File: src/nphf_pkg.sv
// Shared types, constants and controller/datapath interface structs for the neighbor pair finder.
package nphf_pkg;

  // Store sizing. Indices are six bits wide; capacity is capped at the store depth.
  localparam int MAX_POINTS  = 64;
  localparam int STORE_DEPTH = 64;
  localparam int CAPACITY    = (MAX_POINTS < STORE_DEPTH) ? MAX_POINTS : STORE_DEPTH;
  localparam int IDX_W       = 6;
  localparam int CNT_W       = IDX_W + 1;

  // Configuration register indexes.
  localparam logic [1:0] REG_BOND_DIST = 2'd0;
  localparam logic [1:0] REG_TOLERANCE = 2'd1;
  localparam logic [1:0] REG_HOP_AMP   = 2'd2;

  // Configuration reset values.
  localparam logic [14:0] BOND_RESET = 15'd256;
  localparam logic [15:0] TOL_RESET  = 16'd655;
  localparam logic [15:0] HOP_RESET  = 16'd256;

  // One input point.
  typedef struct packed {
    logic signed [15:0] coord_x;
    logic signed [15:0] coord_y;
    logic               first_point;
  } point_in_t;

  // One result item.
  typedef struct packed {
    logic [IDX_W-1:0]   row_index;
    logic [IDX_W-1:0]   col_index;
    logic signed [15:0] hop_value;
    logic               pair_found;
    logic               dropped;
    logic               last_result;
  } result_t;

  // Controller states.
  typedef enum logic [2:0] {
    ST_IDLE,
    ST_CUT,
    ST_SQUARE,
    ST_SCAN,
    ST_FLUSH,
    ST_DROP
  } state_t;

  // Commands from the controller to the datapath.
  typedef struct packed {
    logic accept;
    logic calc_cut;
    logic calc_sq;
    logic issue;
    logic flush_emit;
    logic drop_emit;
  } ctrl_cmd_t;

  // Status from the datapath to the controller.
  typedef struct packed {
    logic full;
    logic adv;
    logic scan_done;
    logic pipe_empty;
  } dp_status_t;

endpackage

File: src/nphf_ctrl.sv
// Controller state machine sequencing cutoff setup, store scan, flush or drop.
module nphf_ctrl import nphf_pkg::*; (
  input  logic       clk,
  input  logic       rst,
  input  logic       point_valid,
  output logic       point_stall,
  input  dp_status_t status,
  output ctrl_cmd_t  cmd
);

  state_t state;
  state_t state_next;

  // State register.
  always_ff @(posedge clk) begin
    if (rst) begin
      state <= ST_IDLE;
    end else begin
      state <= state_next;
    end
  end

  // Next state and command decode.
  always_comb begin
    state_next  = state;
    cmd         = '0;
    point_stall = 1'b1;
    unique case (state)
      ST_IDLE: begin
        point_stall = 1'b0;
        if (point_valid) begin
          cmd.accept = 1'b1;
          state_next = status.full ? ST_DROP : ST_CUT;
        end
      end
      ST_CUT: begin
        cmd.calc_cut = 1'b1;
        state_next   = ST_SQUARE;
      end
      ST_SQUARE: begin
        cmd.calc_sq = 1'b1;
        state_next  = ST_SCAN;
      end
      ST_SCAN: begin
        if (status.scan_done) begin
          state_next = ST_FLUSH;
        end else begin
          cmd.issue = status.adv;
        end
      end
      ST_FLUSH: begin
        if (status.pipe_empty && status.adv) begin
          cmd.flush_emit = 1'b1;
          state_next     = ST_IDLE;
        end
      end
      ST_DROP: begin
        if (status.adv) begin
          cmd.drop_emit = 1'b1;
          state_next    = ST_IDLE;
        end
      end
      default: begin
        state_next = ST_IDLE;
      end
    endcase
  end

endmodule

File: config.mk
export PLATFORM = sky130hd
export DESIGN_NAME = nphf_ctrl
export DESIGN_NICKNAME = d
export VERILOG_FILES = /design/src/nphf_pkg.sv /design/src/nphf_ctrl.sv
export SDC_FILE = /design/constraint.sdc
export NUM_CORES = 1
export LEC_CHECK = 0
export ABC_AREA = 1
export BUFFER_PORTS_ARGS = -buffer_cell sky130_fd_sc_hd__buf_2
export CAP_MARGIN = 10
export CORE_AREA = 5 5 42 44
export DETAILED_ROUTE_END_ITERATION = 8
export DIE_AREA = 0 0 47 49
export PLACE_DENSITY_LB_ADDON = 0.12
export SKIP_CTS_REPAIR_TIMING = 1
export SYNTH_ARGS = -nofsm -noshare
export SYNTH_HDL_FRONTEND = slang
export SYNTH_SLANG_ARGS = --single-unit
File: constraint.sdc
create_clock -name clk -period 1 [get_ports clk]
set_clock_uncertainty 0.1 [all_clocks]
set_input_delay 0.3 -clock clk [delete_from_list [all_inputs] [get_ports clk]]
set_output_delay 0.3 -clock clk [all_outputs]
set_load 0.02 [all_outputs]
# Word level (Yosys, flattened, before mapping)
# Cells that the tools add are included.
word_totals:
  reg_bits: 3
  in_bits: 7
  output_inout_bits: 7
  elab_cells: 30
op_classes:
  n_eq_ne: 9
  n_mux: 17
  reduce_logical: 3
ops:
  columns: ["cell", "count"]
  rows:
  - ["one-hot mux 3 bit (6 select lines)", 1]
  - ["two-way mux 3 bit", 5]
  - ["two-way mux 1 bit", 11]
  - ["!= test 2 bit (second input constant)", 4]
  - ["equality test 3 x 2 -> 1 bit (second input constant)", 2]
  - ["equality test 3 bit (second input constant)", 2]
  - ["AND reduction 4 bit", 1]
  - ["equality test 3 x 1 -> 1 bit (second input constant)", 1]
  - ["zero test 3 bit", 1]
  - ["logical AND 1 bit", 1]

# Longest topological paths before layout
logic_depth:
  depth_word: 3
  mapped_depth: 8
  ltp_nobuf: 8

# Worst setup path after synthesis
# OpenSTA, ideal clock, no wires.
synth_timing:
  path_kind: "flip-flop to output port"
  start: "reg state[2]"
  end: "out cmd[1] (netlist name)"
  t_arrival_ps: 1193
  t_required_ps: 600
  setup_slack_ps: -593
  path_stages_with_launch: 3
  path_buffers: 0
  path_cell_list: "dfxtp_1 inv_1 nor4_1"
synth_rtl:
  columns: ["item", "line", "source"]
  rows:
  - ["from (decl)", "nphf_ctrl.sv:11", "state_t state;"]
  - ["from (signal assigned)", "nphf_ctrl.sv:19", "state <= state_next;"]
  - ["to (decl)", "nphf_ctrl.sv:8", "output ctrl_cmd_t cmd"]

==> Implementation_results.wiki <==
{| class="wikitable"
! Metric !! Value
|-
| Power density normalized to cell area || 3040 mW/mm²
|-
| Combinational share of power || 66.5%
|-
| Int Pwr || 0.000907 W
|-
| Vertical die dimension || 49 µm
|-
| Finished Layout Cells || 86
|-
| Mean number of vias per cell || 4.10
|-
| Delay of the slowest critical-path stage || 0.41 ns
|-
| Post-synthesis compound-gate area fraction || 6.57%
|-
| Switching part of the total power || 47.0%
|-
| Max transition margin || 85.5%
|-
| Setup repair after global routing missed its margin || true
|-
| Share of cells above drive strength 1 || 68.6%
|-
| Worst endpoint required time || 0.60 ns
|-
| Starting utilization of the core area || 17.7%
|-
| Worst-path maximum fanout || 6
|-
| WS Path Type || reg -> out
|-
| Leakage power of the design || 0.284 nW
|-
| First-pass detailed-route iteration total || 4
|-
| Sink count of the clock tree || 3
|-
| Final HPWL from detailed placement || 612 µm
|-
| Share of total power in the clock network || 11.9%
|-
| Multiplexer share of the synthesized area || 0%
|-
| Final count of negative-setup-slack endpoints || 10
|-
| Data arrival time of the critical path || 1.06 ns
|-
| Worst-path cell with the longest stage delay || sky130_fd_sc_hd__dfxtp_4
|-
| Clock tree root buffer cell || sky130_fd_sc_hd__clkbuf_4
|-
| Number of nets in the synthesized netlist || 51
|-
| Dominant combinational cell family by area after synthesis || simple AND/OR/NAND/NOR gates
|-
| Filler cell count || 167
|-
| Register ranked first by flip-flop count || state
|-
| Wire length of the first global-routing pass || 1.29 mm
|-
| R2r startpoint || state[0]
|-
| Standard-cell row count || 14
|-
| Clock latency on the worst-skew pair || 0.23 ns
|-
| Basic-gate share of the synthesized area counting and, or, nand and nor cells || 54.0%
|-
| Final Hold Fails || 0
|-
| Post-route antenna net violation count || 0
|-
| Mean area per synthesized cell || 5.63 µm²
|-
| Family with the most delay on the worst path || flip-flops
|-
| Cell total after placement || 80
|-
| Failing checks || setup timing
|-
| Width of the die || 47 µm
|-
| Remaining routing DRC violations || 0
|-
| Post-detailed-routing wire length || 801 µm
|-
| Worst r2r path cells || 9
|-
| Transition time at the pin with the least slew margin || 0.217 ns
|-
| Number of synthesized flops with an enable pin || 0
|-
| Warnings from Yosys || 0
|-
| Final WS setup || -0.457 ns
|-
| Pins over their slew limit || 0
|-
| Most frequently used flop master after synthesis || sky130_fd_sc_hd__dfxtp_1
|-
| Max clock buf depth || 2
|-
| Combined buffer and inverter count along the critical path || 1
|-
| Number of synthesized register bits || 3
|-
| Share of synthesized cell area in full adder, half adder and majority cells || 0%
|-
| Run status || finished, violations left
|-
| Floorplan core area || 0.00140 mm²
|-
| Count of H-tree levels built during CTS || 1
|-
| Sequence of cells on the critical path || nand2_4, nor2_4, nand2_2, nor2_4, buf_6
|-
| Sequential group share of total power || 21.5%
|-
| Registers with the most flip-flops || state x3
|-
| Total congestion overflow after global routing || 0
|-
| Clock Pin Slew Worst Setup and Hold Paths || 0.04 ns
|-
| Share of async-settable or async-resettable flops after synthesis || 0%
|-
| Number of placed I/O pins || 14
|-
| Critical Path Sink || cmd[2]
|-
| Critical Path Start Type || register
|-
| Via count || 353
|-
| Share of the clock period used by the worst path || 146%
|-
| Psw || 0.000803 W
|-
| Maximum Capacitance Violations || 0
|-
| Maximum ir drop on the vdd rail || 1440 µV
|-
| Minimum clock period after layout || 1.46 ns
|-
| CTS Buf Count || 3
|-
| Syn Std Cell Area || 248 µm²
|-
| Relative area change from synthesis to final layout || 127%
|-
| Total track usage || 7.52%
|-
| Class of the tightest hold or removal check || in -> reg
|-
| Top cell by count, worst path || sky130_fd_sc_hd__nor2_4
|-
| CTS tree || yes
|-
| Number of distinct library cells after synthesis || 14
|-
| Diodes inserted || 0
|-
| Library cell occupying the most area in the post-synthesis netlist || sky130_fd_sc_hd__dfxtp_1
|-
| Wire per inst || 9.31 µm
|-
| Count of port buffers added during placement || 13
|-
| Synth top area cells || sky130_fd_sc_hd__dfxtp_1 24%, sky130_fd_sc_hd__inv_1 14%, sky130_fd_sc_hd__nand2_1 12%
|-
| Die Footprint || 0.00230 mm²
|-
| Terminus of the critical flop-to-flop path || state[2]
|-
| Parity-gate share of the synthesized area counting xor and xnor cells || 0%
|-
| Cells after synthesis || 44
|-
| Levels on crit path || 5
|-
| Most common cell in the netlist || sky130_fd_sc_hd__inv_1
|-
| Vias in the first global route || 328
|-
| Register-to-Register Setup Slack || -0.26 ns
|-
| CP Launch Point || state[0]
|-
| RePlAce Congestion || 0.730
|-
| Antenna violations before repair || 0
|-
| Initial DRC count || 4
|-
| Final nets || 78
|-
| Register area share after synthesis || 24.2%
|-
| Peak clock frequency supported by timing || 686 MHz
|-
| Min Hold Slack || 0.134 ns
|-
| Pin count of the biggest net entering global routing || 8
|-
| CP Capture Type || primary output
|-
| Top cell type's share of synthesized area || 24.2%
|-
| Flip-flop count of the largest register after layout || 3
|-
| Most common library cells after synthesis || 9 x sky130_fd_sc_hd__inv_1, 8 x sky130_fd_sc_hd__nand2_1, 6 x sky130_fd_sc_hd__nor2_1
|}
## cell families after synthesis
kind of cell	after synthesis
AOI/OAI and AO/OA	3
buffers and inverters	10
DFF	3
and+or+nand+nor	28
## per-stage QoR
step / area (µm²) / setup slack, ns / util (%) / setup TNS [ns] / total power (W)
CTS: 482 / -0.518 / 34.4 / -3.93 / 0.00148
finish: 563 / -0.457 / 40.2 / -3.57 / 0.00171
global route: 563 / -0.521 / 40.2 / -4.29 / 0.00188
detailed placement: 455 / -0.275 / 32.5 / -2.19 / 0.00126
global placement: 455 / -0.262 / 32.5 / -2.23 / 0.00127
floorplan: 318 / -0.171 / - / -1.06 / 0.000952
## worst min path at each step
stage,from,end,slack (ns),depth (start not counted)
after floorplan,rst,state[1],0.26,1
after global placement,rst,state[1],0.37,2
after detailed placement,rst,state[1],0.36,2
after CTS,rst,state[1],0.13,2
after global routing,rst,state[1],0.12,2
final,rst,state[1],0.13,2
## per-layer routing
metal	global-route usage, %	wire [µm]	up-vias
li1	-	-	191
met1	10.1	364	150
met2	9.95	367	12
met3	4.06	70	0
met4	2.76	0	0
met5	0	0	-
## power by group through the flow
stage                     Combinational (W)  Sequential, W  Clock (W)
after CTS                          0.000918       0.000348   0.000217
after floorplan                    0.000629       0.000322          0
after global routing                0.00126       0.000385   0.000235
after global placement             0.000919       0.000355          0
after detailed placement           0.000912       0.000349          0
final                               0.00114       0.000368   0.000204
## layout by cell type (no fill, tap or decap)
master	Yosys	layout
sky130_fd_sc_hd__a31oi_1	1	1
sky130_fd_sc_hd__buf_2	0	6
sky130_fd_sc_hd__buf_4	0	11
sky130_fd_sc_hd__buf_6	0	5
sky130_fd_sc_hd__clkbuf_1	0	1
sky130_fd_sc_hd__clkbuf_4	0	3
sky130_fd_sc_hd__dfxtp_4	0	3
sky130_fd_sc_hd__inv_1	9	6
sky130_fd_sc_hd__inv_2	1	3
sky130_fd_sc_hd__inv_4	0	1
sky130_fd_sc_hd__nand2_1	8	6
sky130_fd_sc_hd__nand2_2	4	3
sky130_fd_sc_hd__nand2_4	0	3
sky130_fd_sc_hd__nand3_1	3	2
sky130_fd_sc_hd__nand3_2	0	1
sky130_fd_sc_hd__nand4_1	1	1
sky130_fd_sc_hd__nor2_1	6	2
sky130_fd_sc_hd__nor2_2	3	2
sky130_fd_sc_hd__nor2_4	0	5
sky130_fd_sc_hd__nor3_1	2	1
sky130_fd_sc_hd__nor3_4	0	1
sky130_fd_sc_hd__nor4_4	0	1
sky130_fd_sc_hd__o21ai_0	1	1
sky130_fd_sc_hd__o21ai_1	1	1
## layout make-up
type,count,area [µm²],area share [%]
Multi-Input combinational cell,31,236,42.0
Timing Repair Buffer,22,169,30.0
Sequential cell,3,71.3,12.7
Inverter,10,40.0,7.11
Clock buffer,4,26.3,4.67
Tap cell,16,20.0,3.56
(Power assumes the default switching activity.)
